--- src/hdl/rldc_pkg.sv ---
// Shared widths, constants and register codes of the rate limit delay controller.
`timescale 1ns / 1ps
`default_nettype none
package rldc_pkg;

	localparam int SLOT_W      = 6;
	localparam int SLOT_CNT    = 1 << SLOT_W;
	localparam int RATE_W      = 48;
	localparam int DLY_W       = 24;
	localparam int KP_W        = 14;
	localparam int PROD_W      = DLY_W + KP_W;
	localparam int RATIO_INT_W = 16;
	localparam int CFG_IDX_W   = 2;

	// Controller gains, unsigned Q0.16
	localparam logic [KP_W-1:0] KP_UP   = 14'd9830;
	localparam logic [KP_W-1:0] KP_DOWN = 14'd3277;

	// Register indexes
	localparam logic [CFG_IDX_W-1:0] REG_MAX_DELAY = 2'd0;
	localparam logic [CFG_IDX_W-1:0] REG_MAX_STEP  = 2'd1;
	localparam logic [CFG_IDX_W-1:0] REG_KICKSTART = 2'd2;
	localparam logic [CFG_IDX_W-1:0] REG_SHUTOFF   = 2'd3;

	// Register reset values
	localparam logic [DLY_W-1:0] MAX_DELAY_RST = 24'd1000000;
	localparam logic [DLY_W-1:0] MAX_STEP_RST  = 24'd50000;
	localparam logic [DLY_W-1:0] KICKSTART_RST = 24'd100;
	localparam logic [DLY_W-1:0] SHUTOFF_RST   = 24'd10;

endpackage
`default_nettype wire

--- src/hdl/rldc_div.sv ---
// Bit-serial restoring divider producing the saturated rate ratio.
`timescale 1ns / 1ps
`default_nettype none
module rldc_div #(
	parameter int FRAC_BITS = 16
) (
	input  wire logic                            clk,
	input  wire logic                            arst_n,
	input  wire logic                            load,
	input  wire logic [rldc_pkg::RATE_W-1:0]     num,
	input  wire logic [rldc_pkg::RATE_W-1:0]     den,
	output logic [rldc_pkg::RATIO_INT_W+FRAC_BITS-1:0] quo,
	output logic                                 done
);

	localparam int RW = rldc_pkg::RATE_W;
	localparam int IW = rldc_pkg::RATIO_INT_W;
	localparam int QW = IW + FRAC_BITS;
	localparam int CW = $clog2(QW + 1);

	logic [CW-1:0] cnt_q;
	logic          done_q;
	logic [RW-1:0] rem_q;
	logic [RW-1:0] den_q;
	logic [QW-1:0] sh_q;
	logic          sat_q;
	logic [RW:0]   trial;
	logic          ge;
	logic [RW:0]   diff;

	// Shift in the next dividend bit, subtract the divisor when it fits
	assign trial = {rem_q, sh_q[QW-1]};
	assign ge    = trial >= {1'b0, den_q};
	assign diff  = trial - {1'b0, den_q};

	always_ff @(posedge clk or negedge arst_n) begin
		if (!arst_n) begin
			cnt_q  <= '0;
			done_q <= 1'b0;
		end else begin
			done_q <= 1'b0;
			if (load) begin
				cnt_q <= CW'(QW);
			end else if (cnt_q != '0) begin
				cnt_q  <= cnt_q - 1'b1;
				done_q <= (cnt_q == CW'(1));
			end
		end
	end

	always_ff @(posedge clk) begin
		if (load) begin
			rem_q <= {{IW{1'b0}}, num[RW-1:IW]};
			sh_q  <= {num[IW-1:0], {FRAC_BITS{1'b0}}};
			den_q <= den;
			sat_q <= {{IW{1'b0}}, num[RW-1:IW]} >= den;
		end else if (cnt_q != '0) begin
			rem_q <= ge ? diff[RW-1:0] : trial[RW-1:0];
			sh_q  <= {sh_q[QW-2:0], ge};
		end
	end

	assign quo  = sat_q ? {QW{1'b1}} : sh_q;
	assign done = done_q;

endmodule
`default_nettype wire

--- src/hdl/rldc_mul.sv ---
// Bit-serial shift-add multiplier keeping the high part and a sticky bit.
`timescale 1ns / 1ps
`default_nettype none
module rldc_mul #(
	parameter int NB = 32
) (
	input  wire logic                         clk,
	input  wire logic                         arst_n,
	input  wire logic                         load,
	input  wire logic [rldc_pkg::PROD_W-1:0]  mcand,
	input  wire logic [NB-1:0]                mplier,
	output logic [rldc_pkg::PROD_W-1:0]       prod,
	output logic                              sticky,
	output logic                              done
);

	localparam int PW = rldc_pkg::PROD_W;
	localparam int CW = $clog2(NB + 1);

	logic [CW-1:0] cnt_q;
	logic          done_q;
	logic [PW-1:0] mc_q;
	logic [NB-1:0] mp_q;
	logic [PW-1:0] acc_q;
	logic          sticky_q;
	logic [PW:0]   sum;

	// Add the multiplicand for a set multiplier bit, then drop one bit off the bottom
	assign sum = {1'b0, acc_q} + (mp_q[0] ? {1'b0, mc_q} : {(PW+1){1'b0}});

	always_ff @(posedge clk or negedge arst_n) begin
		if (!arst_n) begin
			cnt_q  <= '0;
			done_q <= 1'b0;
		end else begin
			done_q <= 1'b0;
			if (load) begin
				cnt_q <= CW'(NB);
			end else if (cnt_q != '0) begin
				cnt_q  <= cnt_q - 1'b1;
				done_q <= (cnt_q == CW'(1));
			end
		end
	end

	always_ff @(posedge clk) begin
		if (load) begin
			mc_q     <= mcand;
			mp_q     <= mplier;
			acc_q    <= '0;
			sticky_q <= 1'b0;
		end else if (cnt_q != '0) begin
			acc_q    <= sum[PW:1];
			sticky_q <= sticky_q | sum[0];
			mp_q     <= mp_q >> 1;
		end
	end

	assign prod   = acc_q;
	assign sticky = sticky_q;
	assign done   = done_q;

endmodule
`default_nettype wire

--- src/hdl/rate_limit_delay_controller_core.sv ---
// Top level of the rate limit delay controller: slot store, sequencer and delay update.
`timescale 1ns / 1ps
`default_nettype none
// Usage
//   Input: drive slot, rate_cap, rate_meas and policy_active and raise start;
//   the beat is taken at a rising edge with start high and busy low.
//   Output: done is high for exactly one cycle; out_slot, delay_value and dispatch
//   carry that beat's result and hold until the next beat is checked. The receiver
//   cannot stall, so no result is ever held back.
//   Config: cfg_valid/cfg_ready write cfg_data into register cfg_index
//   (0 max delay, 1 max step, 2 kickstart, 3 shutoff); cfg_ready is always high.
//   Write registers only while the block is idle.
// Sequence
//   Out-of-range slot, inactive policy or zero limit: the check state reports at
//   once and done rises as the block returns to idle. An update runs from the check
//   through the bit-serial ratio divider and the bit-serial multiplier, one bit per
//   cycle each, and a final write-back state before done rises.
//   A new beat is taken in the same cycle that done shows.
// Reset
//   arst_n clears control and loads the register defaults, then a clearing pass
//   zeroes the min(NUM_SLOTS,64) slot store entries, one entry per cycle, with busy
//   high throughout. Configuration writes are taken during the pass.
module rate_limit_delay_controller_core #(
	parameter int NUM_SLOTS       = 64,
	parameter int RATIO_FRAC_BITS = 16
) (
	input  wire logic                                clk,
	input  wire logic                                arst_n,
	input  wire logic                                start,
	output logic                                     busy,
	input  wire logic [rldc_pkg::SLOT_W-1:0]         slot,
	input  wire logic [rldc_pkg::RATE_W-1:0]         rate_cap,
	input  wire logic [rldc_pkg::RATE_W-1:0]         rate_meas,
	input  wire logic                                policy_active,
	output logic                                     done,
	output logic [rldc_pkg::SLOT_W-1:0]              out_slot,
	output logic [rldc_pkg::DLY_W-1:0]               delay_value,
	output logic                                     dispatch,
	input  wire logic                                cfg_valid,
	output logic                                     cfg_ready,
	input  wire logic [rldc_pkg::CFG_IDX_W-1:0]      cfg_index,
	input  wire logic [rldc_pkg::DLY_W-1:0]          cfg_data
);

	localparam int DW    = rldc_pkg::DLY_W;
	localparam int PW    = rldc_pkg::PROD_W;
	localparam int SW    = rldc_pkg::SLOT_W;
	localparam int RTW   = rldc_pkg::RATE_W;
	localparam int QW    = rldc_pkg::RATIO_INT_W + RATIO_FRAC_BITS;
	localparam int DEPTH = (NUM_SLOTS < rldc_pkg::SLOT_CNT) ? NUM_SLOTS : rldc_pkg::SLOT_CNT;
	localparam int AW    = $clog2(DEPTH);
	localparam logic [QW-1:0] RATIO_ONE = QW'(1) << RATIO_FRAC_BITS;

	localparam logic [2:0] ST_CLEAR = 3'd0;
	localparam logic [2:0] ST_IDLE  = 3'd1;
	localparam logic [2:0] ST_CHECK = 3'd2;
	localparam logic [2:0] ST_DIV   = 3'd3;
	localparam logic [2:0] ST_MUL   = 3'd4;
	localparam logic [2:0] ST_FIN   = 3'd5;

	// Control
	logic [2:0]    state_q;
	logic [AW-1:0] clr_cnt_q;
	logic          done_q;
	logic [DW-1:0] max_delay_q;
	logic [DW-1:0] max_step_q;
	logic [DW-1:0] kick_us_q;
	logic [DW-1:0] shutoff_q;

	// Captured beat and working values
	logic [SW-1:0]  slot_q;
	logic [RTW-1:0] lim_q;
	logic [RTW-1:0] cur_q;
	logic           act_q;
	logic           inr_q;
	logic [DW-1:0]  dly_q;
	logic           up_q;
	logic           lt_q;
	logic           kick_q;
	logic [DW:0]    new_q;
	logic [SW-1:0]  out_slot_q;
	logic [DW-1:0]  out_dly_q;
	logic           out_disp_q;

	// Slot store
	logic [DW-1:0] mem_q [DEPTH];
	logic [DW-1:0] rd_q;
	logic          mem_we;
	logic [AW-1:0] mem_addr;
	logic [DW-1:0] mem_wdata;

	// Serial units
	logic          div_load;
	logic [QW-1:0] ratio;
	logic          div_done;
	logic          mul_load;
	logic [PW-1:0] mcand;
	logic [QW-1:0] dev;
	logic [PW-1:0] prod;
	logic          mul_sticky;
	logic          mul_done;

	// Datapath
	logic           accept;
	logic           upd;
	logic           slot_inr;
	logic           ratio_ge;
	logic           ratio_gt;
	logic [rldc_pkg::KP_W-1:0] kp;
	logic [PW:0]    q_inc;
	logic [DW-1:0]  step;
	logic [DW:0]    adj_up;
	logic [DW:0]    adj_dn;
	logic [DW:0]    adj;
	logic [DW-1:0]  bnd;
	logic [DW-1:0]  fin_dly;

	assign busy      = (state_q != ST_IDLE);
	assign accept    = start && !busy;
	assign cfg_ready = 1'b1;
	assign slot_inr  = (32'(slot) < 32'(NUM_SLOTS));
	assign upd       = inr_q && act_q && (lim_q != '0);

	// Ratio flags and the scaled delay fed to the multiplier
	assign ratio_ge = (ratio >= RATIO_ONE);
	assign ratio_gt = (ratio > RATIO_ONE);
	assign dev      = ratio_ge ? (ratio - RATIO_ONE) : (RATIO_ONE - ratio);
	assign kp       = ratio_gt ? rldc_pkg::KP_UP : rldc_pkg::KP_DOWN;
	assign mcand    = PW'(dly_q) * PW'(kp);

	assign div_load = (state_q == ST_CHECK) && upd;
	assign mul_load = (state_q == ST_DIV) && div_done;

	// Change of delay: floor going up, ceiling going down, limited to max step; kickstart from zero
	assign q_inc  = {1'b0, prod} + {{PW{1'b0}}, (!up_q && mul_sticky)};
	assign step   = (q_inc > (PW+1)'(max_step_q)) ? max_step_q : q_inc[DW-1:0];
	assign adj_up = {1'b0, dly_q} + {1'b0, step};
	assign adj_dn = (dly_q >= step) ? {1'b0, dly_q - step} : '0;
	assign adj    = kick_q ? {1'b0, kick_us_q} : (up_q ? adj_up : adj_dn);

	// Bound, then switch off small delays under the limit
	assign bnd     = (new_q > {1'b0, max_delay_q}) ? max_delay_q : new_q[DW-1:0];
	assign fin_dly = (lt_q && (bnd < shutoff_q)) ? '0 : bnd;

	assign mem_we    = (state_q == ST_CLEAR) || (state_q == ST_FIN);
	assign mem_addr  = (state_q == ST_CLEAR) ? clr_cnt_q : slot_q[AW-1:0];
	assign mem_wdata = (state_q == ST_CLEAR) ? '0 : fin_dly;

	rldc_div #(
		.FRAC_BITS(RATIO_FRAC_BITS)
	) u_div (
		.clk   (clk),
		.arst_n(arst_n),
		.load  (div_load),
		.num   (cur_q),
		.den   (lim_q),
		.quo   (ratio),
		.done  (div_done)
	);

	rldc_mul #(
		.NB(QW)
	) u_mul (
		.clk   (clk),
		.arst_n(arst_n),
		.load  (mul_load),
		.mcand (mcand),
		.mplier(dev),
		.prod  (prod),
		.sticky(mul_sticky),
		.done  (mul_done)
	);

	// Sequencer and configuration registers
	always_ff @(posedge clk or negedge arst_n) begin
		if (!arst_n) begin
			state_q     <= ST_CLEAR;
			clr_cnt_q   <= '0;
			done_q      <= 1'b0;
			max_delay_q <= rldc_pkg::MAX_DELAY_RST;
			max_step_q  <= rldc_pkg::MAX_STEP_RST;
			kick_us_q   <= rldc_pkg::KICKSTART_RST;
			shutoff_q   <= rldc_pkg::SHUTOFF_RST;
		end else begin
			done_q <= 1'b0;
			if (cfg_valid && cfg_ready) begin
				case (cfg_index)
					rldc_pkg::REG_MAX_DELAY: max_delay_q <= cfg_data;
					rldc_pkg::REG_MAX_STEP:  max_step_q  <= cfg_data;
					rldc_pkg::REG_KICKSTART: kick_us_q   <= cfg_data;
					rldc_pkg::REG_SHUTOFF:   shutoff_q   <= cfg_data;
					default: ;
				endcase
			end
			case (state_q)
				ST_CLEAR: begin
					clr_cnt_q <= clr_cnt_q + 1'b1;
					if (clr_cnt_q == AW'(DEPTH - 1)) begin
						state_q <= ST_IDLE;
					end
				end
				ST_IDLE: begin
					if (accept) begin
						state_q <= ST_CHECK;
					end
				end
				ST_CHECK: begin
					// No update: report right away
					if (upd) begin
						state_q <= ST_DIV;
					end else begin
						done_q  <= 1'b1;
						state_q <= ST_IDLE;
					end
				end
				ST_DIV: begin
					if (div_done) begin
						state_q <= ST_MUL;
					end
				end
				ST_MUL: begin
					if (mul_done) begin
						state_q <= ST_FIN;
					end
				end
				ST_FIN: begin
					done_q  <= 1'b1;
					state_q <= ST_IDLE;
				end
				default: begin
					state_q <= ST_IDLE;
				end
			endcase
		end
	end

	// Beat capture and working registers
	always_ff @(posedge clk) begin
		if (accept) begin
			slot_q <= slot;
			lim_q  <= rate_cap;
			cur_q  <= rate_meas;
			act_q  <= policy_active;
			inr_q  <= slot_inr;
		end
		if (state_q == ST_CHECK) begin
			dly_q      <= rd_q;
			out_slot_q <= slot_q;
			out_dly_q  <= inr_q ? rd_q : '0;
			out_disp_q <= 1'b0;
		end
		if (mul_load) begin
			up_q   <= ratio_ge;
			lt_q   <= !ratio_ge;
			kick_q <= (dly_q == '0) && ratio_gt;
		end
		if ((state_q == ST_MUL) && mul_done) begin
			new_q <= adj;
		end
		if (state_q == ST_FIN) begin
			out_dly_q  <= fin_dly;
			out_disp_q <= (fin_dly != '0);
		end
	end

	// Slot store: one write port, registered read at the incoming slot
	always_ff @(posedge clk) begin
		if (mem_we) begin
			mem_q[mem_addr] <= mem_wdata;
		end
		rd_q <= mem_q[slot[AW-1:0]];
	end

	assign done        = done_q;
	assign out_slot    = out_slot_q;
	assign delay_value = out_dly_q;
	assign dispatch    = out_disp_q;

endmodule
`default_nettype wire

--- config.mk ---
export PLATFORM = sky130hd
export DESIGN_NAME = rate_limit_delay_controller_core
export DESIGN_NICKNAME = d
export VERILOG_FILES = /design/src/hdl/rldc_pkg.sv /design/src/hdl/rldc_div.sv /design/src/hdl/rldc_mul.sv /design/src/hdl/rate_limit_delay_controller_core.sv
export SDC_FILE = /design/constraint.sdc
export NUM_CORES = 2
export LEC_CHECK = 0
export BUFFER_PORTS_ARGS = -buffer_cell sky130_fd_sc_hd__clkbuf_2
export CORE_ASPECT_RATIO = 0.7
export CORE_UTILIZATION = 35
export CTS_CLUSTER_DIAMETER = 150
export DETAILED_ROUTE_END_ITERATION = 10
export GPL_TIMING_DRIVEN = 1
export SLEW_MARGIN = 40
export SYNTH_ARGS = -nofsm -noshare
export SYNTH_HDL_FRONTEND = slang
export SYNTH_SLANG_ARGS = --single-unit
--- constraint.sdc ---
create_clock -name clk -period 15.3 [get_ports clk]
set_input_delay 1.53 -clock clk [delete_from_list [all_inputs] [get_ports clk]]
set_output_delay 1.53 -clock clk [all_outputs]
set_load 0.05 [all_outputs]
Word-level counts from Yosys, hierarchy flattened:

Memory sizes are Yosys's and may differ from the RTL's. A register that Yosys moved wholly into a read port is not among the register bits.
Cells that the tools add are included.
W data, S select, Z words.

* register bits: 544
* RAM bits: 1536
* bits of input ports: 133
* memories kept: 1

Memories
* mem_q: words 64, bits a word 24, read ports 1, clocked after Yosys merged registers in 1, write ports 1, RTL line rate_limit_delay_controller_core.sv:86 `logic [DW-1:0] mem_q [DEPTH];`

* $add $sub $neg: 10
* multipliers: 1
* order comparisons: 8
* equality and inequality tests: 16
* muxes and demuxes: 41
* bitwise logic cells: 1
* reduce and logical (&&, ||, !) cells: 27

Operators by type and width (count)
* $mux W32: 8
* $mux W24: 8
* $ge A49 B48 Y1: 1
* $ge A32 B48 Y1: 1
* $mux W48: 1
* $reduce_bool A48 Y1: 1
* $sub A48 B48 Y48: 1
* $add A38 B1 Y39: 1
* $add A38 B39 Y39: 1
* $gt A39 B24 Y1: 1
* $mul A24 B14 Y38: 1
* $mux W38: 1
* $ge A32 B17 Y1 const B: 1
* $gt A32 B17 Y1 const B: 1
* $sub A17 B32 Y32 const A: 1
* $sub A32 B17 Y32 const B: 1
* $mux W6: 5
* $add A24 B24 Y25: 1
* $gt A25 B24 Y1: 1
* $mux W25: 1
* $ge A24 B24 Y1: 1
* $logic_not A24 Y1: 1
* $lt A24 B24 Y1: 1
* $reduce_bool A24 Y1: 1
* other kinds (29): 62

Logic depth before layout (Yosys ltp):

* depth after elaboration: 9
* mapped depth: 35
* depth with buffers taken out: 31

By module:

Synthesis repeated with hierarchy kept, for this count alone.

* cell total of the unflattened synthesis: 6507
* area total of the unflattened synthesis: 100503.9 um2

Modules (own cells, without submodules)
* rate_limit_delay_controller_core: times used 1, cells each 4737, area each 84182.0 um2, sequential area each 54865.1 um2
* rldc_div: times used 1, cells each 1091, area each 9604.2 um2, sequential area each 3728.6 um2
* rldc_mul: times used 1, cells each 679, area each 6717.7 um2, sequential area each 3057.9 um2

Least setup slack after synthesis:

Ideal clock, no wire load.

* path kind: reg-to-reg
* from: reg u_div.sat_q
* to: reg u_mul.mc_q[36], data pin
* library setup time: 0.258 ns
* data arrival time: 8.154 ns
* data required time: 15.042 ns
* setup slack: 6.889 ns
* cell stages (with the launch flop): 33
* cells stage by stage: edfxtp_1 -> or2_1 -> clkbuf_1 -> or3_1 -> or3_1 -> nor4_1 -> o211a_1 -> clkbuf_2 -> buf_2 -> nand2_1 -> inv_1 -> fa_1 -> inv_1 -> fa_1 -> fa_1 -> inv_1 -> fa_1 -> fa_1 -> inv_1 -> fa_1 -> inv_1 -> ha_1 -> a21oi_1 -> a21boi_0 -> a31o_2 -> nor3_1 -> a211oi_1 -> a211o_1 -> o311ai_1 -> a31oi_1 -> a21o_1 -> a21oi_1 -> xnor2_1

* word-level cells in the longest chain between the ends: 4

Ends and longest elaborated chain
* from (decl): RTL line rldc_div.sv:26 `logic sat_q;`
* from (signal assigned): RTL line rldc_div.sv:56 `sat_q <= {{IW{1'b0}}, num[RW-1:IW]} >= den;`
* $mux W32: RTL line rldc_div.sv:63 `assign quo = sat_q ? {QW{1'b1}} : sh_q;`
* $gt A32 B17 Y1: RTL line rate_limit_delay_controller_core.sv:126 `assign ratio_gt = (ratio > RATIO_ONE);`
* $mux W14: RTL line rate_limit_delay_controller_core.sv:128 `assign kp = ratio_gt ? rldc_pkg::KP_UP : rldc_pkg::KP_DOWN;`
* $mul A24 B14 Y38: RTL line rate_limit_delay_controller_core.sv:129 `assign mcand = PW'(dly_q) * PW'(kp);`
* named net mcand[36]: RTL line rate_limit_delay_controller_core.sv:97 `logic [PW-1:0] mcand;`
* to (signal assigned): RTL line rldc_mul.sv:48 `mc_q <= mcand;`
* to (decl): RTL line rldc_mul.sv:22 `logic [PW-1:0] mc_q;`

The timed path passes the listed nets, and every way through them passes these cells.
A chain may end at the register's enable or synchronous reset.

Worst setup path after layout:

Ends and elaborated chain as after synthesis.

==> qor.txt <==
Run status: completed
Number of distinct library cell variants in the gate-level netlist after synthesis: 98
IR Drop Worst-Case VDD: 0.0000824 V
Largest net degree at the start of global routing: 126
Worst slew slack as a fraction of its limit: 38.5%
Arrival time of the worst setup path: 10470 ps
Power share of the combinational group: 5.6%
Clk_lat worst skew: 910 ps
Initial DRT Pass Iterations: 6
Shortest clock period the worst path allows after layout: 9880 ps
Total congestion overflow: 0
Most frequent CP cell: sky130_fd_sc_hd__fa_1
Internal Pwr Total: 0.00924 W
Critical path buffer and inverter count: 7
Internal reg-to-reg setup slack: 5420 ps
Register area share after synthesis: 62.0%
Initial DRC Count: 7056
Leakage power summed over all cells: 35.9 nW
Highest fanout seen on the critical path: 42
Cell type of the slowest stage on the worst timing path: sky130_fd_sc_hd__nor4_1
Fillers: 25700
Global-route wire length before repair: 395 mm
Area Growth Syn to Fin: 12.9%
Worst setup EP type: register
Part of the total power dissipated in sequential elements: 53.1%
Number of core rows: 163
Final weighted congestion in routability-driven placement: 0.911
Number of buffers inserted during clock tree synthesis: 201
Overall global routing resource usage: 18.8%
Hold-fix buffer count after cts: 0
Total clock sinks: 2104
Clock tree from TritonCTS: yes
Sort of element at the start of the critical path: register
CP required: 15890 ps
Fin Clk Skew: 74.9 ps
Synth Warn #: 0
Area of the placeable core: 0.282 sq mm
Delay-heaviest family, CP: adder cells
Die X-Extent: 639 microns
Number of hold violations in the final report: 0
Aggregate routed wire length: 271 mm
Number of global-route vias before repair: 56000
Share of the cycle needed by the critical path after routing: 64.6%
Reg-to-reg critical path endpoint: u_mul.mc_q[36]$_DFFE_PP_
Startpoint-to-endpoint class of the critical path: reg -> reg
Power Density: 105 mW/mm^2
Final Max Tran Viols: 0
Clock group share of total power: 41.3%
Number of antenna violations at the first check in global routing: 23
Antenna violation net count after detailed routing: 0
Switching component of the power: 0.00259 W
Worst min-delay path endpoint: dly_q[0]$_DFFE_PN_
Synth Register Bits: 2104
Share of cells above drive strength 1: 20.1%
Number of stages on the worst hold path: 0
Count of maximum capacitance violations: 0
Critical hold path startpoint: rd_q[0]$_DFF_P_
Number of buffers on the longest clock path: 4
Area of the mapped netlist: 0.0994 sq mm
Worst reg2reg path startpoint: u_div.sat_q$_DFFE_PP_
Ratio of routed vias to standard cells: 5.37
Root buffer selected by CTS: sky130_fd_sc_hd__clkbuf_16
Number of I/O pins: 167
Post-Synthesis Mean Instance Area: 15.5 sq um
Fin Setup TNS: 0 ps
Unrepaired setup endpoints after global routing: false
Post-CTS Setup Inserts: 0
Slowest Stage Delay on Critical Path: 560 ps
Count of H-tree levels built during CTS: 4
Number of resized instances in the post-cts repair step: 0
Worst-Margin Slew: 904 ps
Most used DFF post-synth: sky130_fd_sc_hd__edfxtp_1
Number of enable flip-flop cells after synthesis: 1889
FF-to-FF path depth: 31
Synth async-reset ratio: 5.70%
Net count of the finished layout: 7400
Drc violations: 0
Routed wire length per instance: 25.5 microns
Buffers added on ports: 165
Die span in y: 448 microns
Switch share: 21.9%
Hold Crit Class: reg -> reg
Final setup fails: 0
Total power: 0.0118 W
Cell count after synthesis: 6398
Clock-pin slew on the worst setup and hold paths: 70 ps
Initial Util: 35.2%
Die footprint: 0.286 sq mm
Detailed placer's ending HPWL: 180 mm
Total via count after detailed routing: 57100
Maximum operating frequency: 0.101 GHz
==> metrics by stage <==
stage / setup slack [ps] / std cells / area [sq um] / hold slack (ps) / util, %
after floorplan: 6890 / 6420 / 99500 / 408 / -
after global placement: 5760 / 10300 / 106000 / 418 / 37.4
after detailed placement: 5590 / 10300 / 106000 / 413 / 37.5
after CTS: 5510 / 10600 / 112000 / 428 / 39.7
after global routing: 5040 / 10600 / 112000 / 442 / 39.8
final: 5420 / 10600 / 112000 / 426 / 39.8
==> routing by layer <==
| metal | global-route usage, % | wire length [microns] | vias to the layer above |
|---|---|---|---|
| li1 | - | - | 24900 |
| met1 | 29.2 | 127000 | 29600 |
| met2 | 27.2 | 117000 | 2207 |
| met3 | 3.61 | 23300 | 329 |
| met4 | 3.54 | 4800 | 4 |
| met5 | 0 | 23 | - |
==> cell usage in the layout, fill, tap and decap left out, types with 196 or more instances in the layout <==
cell and count:
sky130_fd_sc_hd__a21oi_1 291, sky130_fd_sc_hd__clkbuf_16 203, sky130_fd_sc_hd__edfxtp_1 1889, sky130_fd_sc_hd__fa_1 196
sky130_fd_sc_hd__ha_1 386, sky130_fd_sc_hd__inv_1 489, sky130_fd_sc_hd__mux4_2 504, sky130_fd_sc_hd__nand2_1 376
sky130_fd_sc_hd__nor2_1 270, sky130_fd_sc_hd__o21ai_0 205
==> cell families after synthesis <==
kind of cell | Yosys count | share of synthesized area (%)
muxes | 666 | 13.2
other | 2 | 0.00756
and+or+nand+nor | 1227 | 5.86
AOI/OAI and AO/OA | 885 | 5.59
DFF | 2104 | 62.0
xor gates and xnor gates | 183 | 1.61
adders and majority gates | 582 | 8.81
buffers and inverters | 749 | 2.88
==> worst max path at each step <==
| stage | from | to | slack (ps) | depth (start not counted) |
|---|---|---|---|---|
| 3_5_place_dp | u_div.sat_q$_DFFE_PP_ | u_mul.mc_q[36]$_DFFE_PP_ | 5590 | 31 |
| 4_1_cts | u_div.sat_q$_DFFE_PP_ | u_mul.mc_q[36]$_DFFE_PP_ | 5510 | 31 |
| 6_report | u_div.sat_q$_DFFE_PP_ | u_mul.mc_q[36]$_DFFE_PP_ | 5420 | 31 |
| 5_1_grt | u_div.sat_q$_DFFE_PP_ | u_mul.mc_q[36]$_DFFE_PP_ | 5040 | 31 |
| 2_1_floorplan | u_div.sat_q$_DFFE_PP_ | u_mul.mc_q[36]$_DFFE_PP_ | 6890 | 32 |
| 3_3_place_gp | u_div.sat_q$_DFFE_PP_ | u_mul.mc_q[36]$_DFFE_PP_ | 5760 | 31 |
==> synth_stat cells, drive strengths merged, types with 95 or more instances <==
| master | number | share of area [%] |
|---|---|---|
| xnor2 | 127 | 1.1 |
| nand2 | 380 | 1.4 |
| mux2 | 100 | 1.2 |
| mux4 | 504 | 11 |
| inv | 490 | 1.9 |
| dfxtp | 95 | 1.9 |
| clkbuf | 190 | 0.72 |
| nor3 | 100 | 0.53 |
| dfrtp | 102 | 2.6 |
| nor2 | 336 | 1.3 |
| ha | 386 | 4.9 |
| a21oi | 292 | 1.5 |
| fa | 196 | 3.9 |
| o21ai | 214 | 1.1 |
| edfxtp | 1889 | 57 |
==> state kept, by name, summed over array words and instances (netlist names), 24 cells and up <==
name and flops:
shutoff_q 24, max_step_q 24, lim_q 48, max_delay_q 24, u_div.den_q 48, new_q 25, u_mul.mp_q 32, u_div.sh_q 32
dly_q 24, u_mul.mc_q 38, u_div.rem_q 48, delay_value 24, mem_q 1536, kick_us_q 24, u_mul.prod 38, cur_q 48
rd_q 24
==> power by group through the flow <==
stage	Sequential (W)	Combinational (W)	Clock, W
floorplan	0.00639	0.000450	0
global placement	0.00640	0.000641	0
detailed placement	0.00641	0.000649	0
CTS	0.00628	0.000655	0.00498
global route	0.00629	0.000728	0.00519
finish	0.00629	0.000660	0.00489
==> final cells by class <==
class	instances	area (sq um)	area share (%)
Antenna cell	7	17.5	0.0156
Sequential cell	2104	61700	55.0
Timing Repair Buffer	318	2210	1.97
Tap cell	3795	4750	4.23
Clock inverter	103	976	0.870
Clock buffer	251	5280	4.71
Inverter	493	1850	1.65
Multi-Input combinational cell	3567	35400	31.6
(Power assumes the default switching activity.)
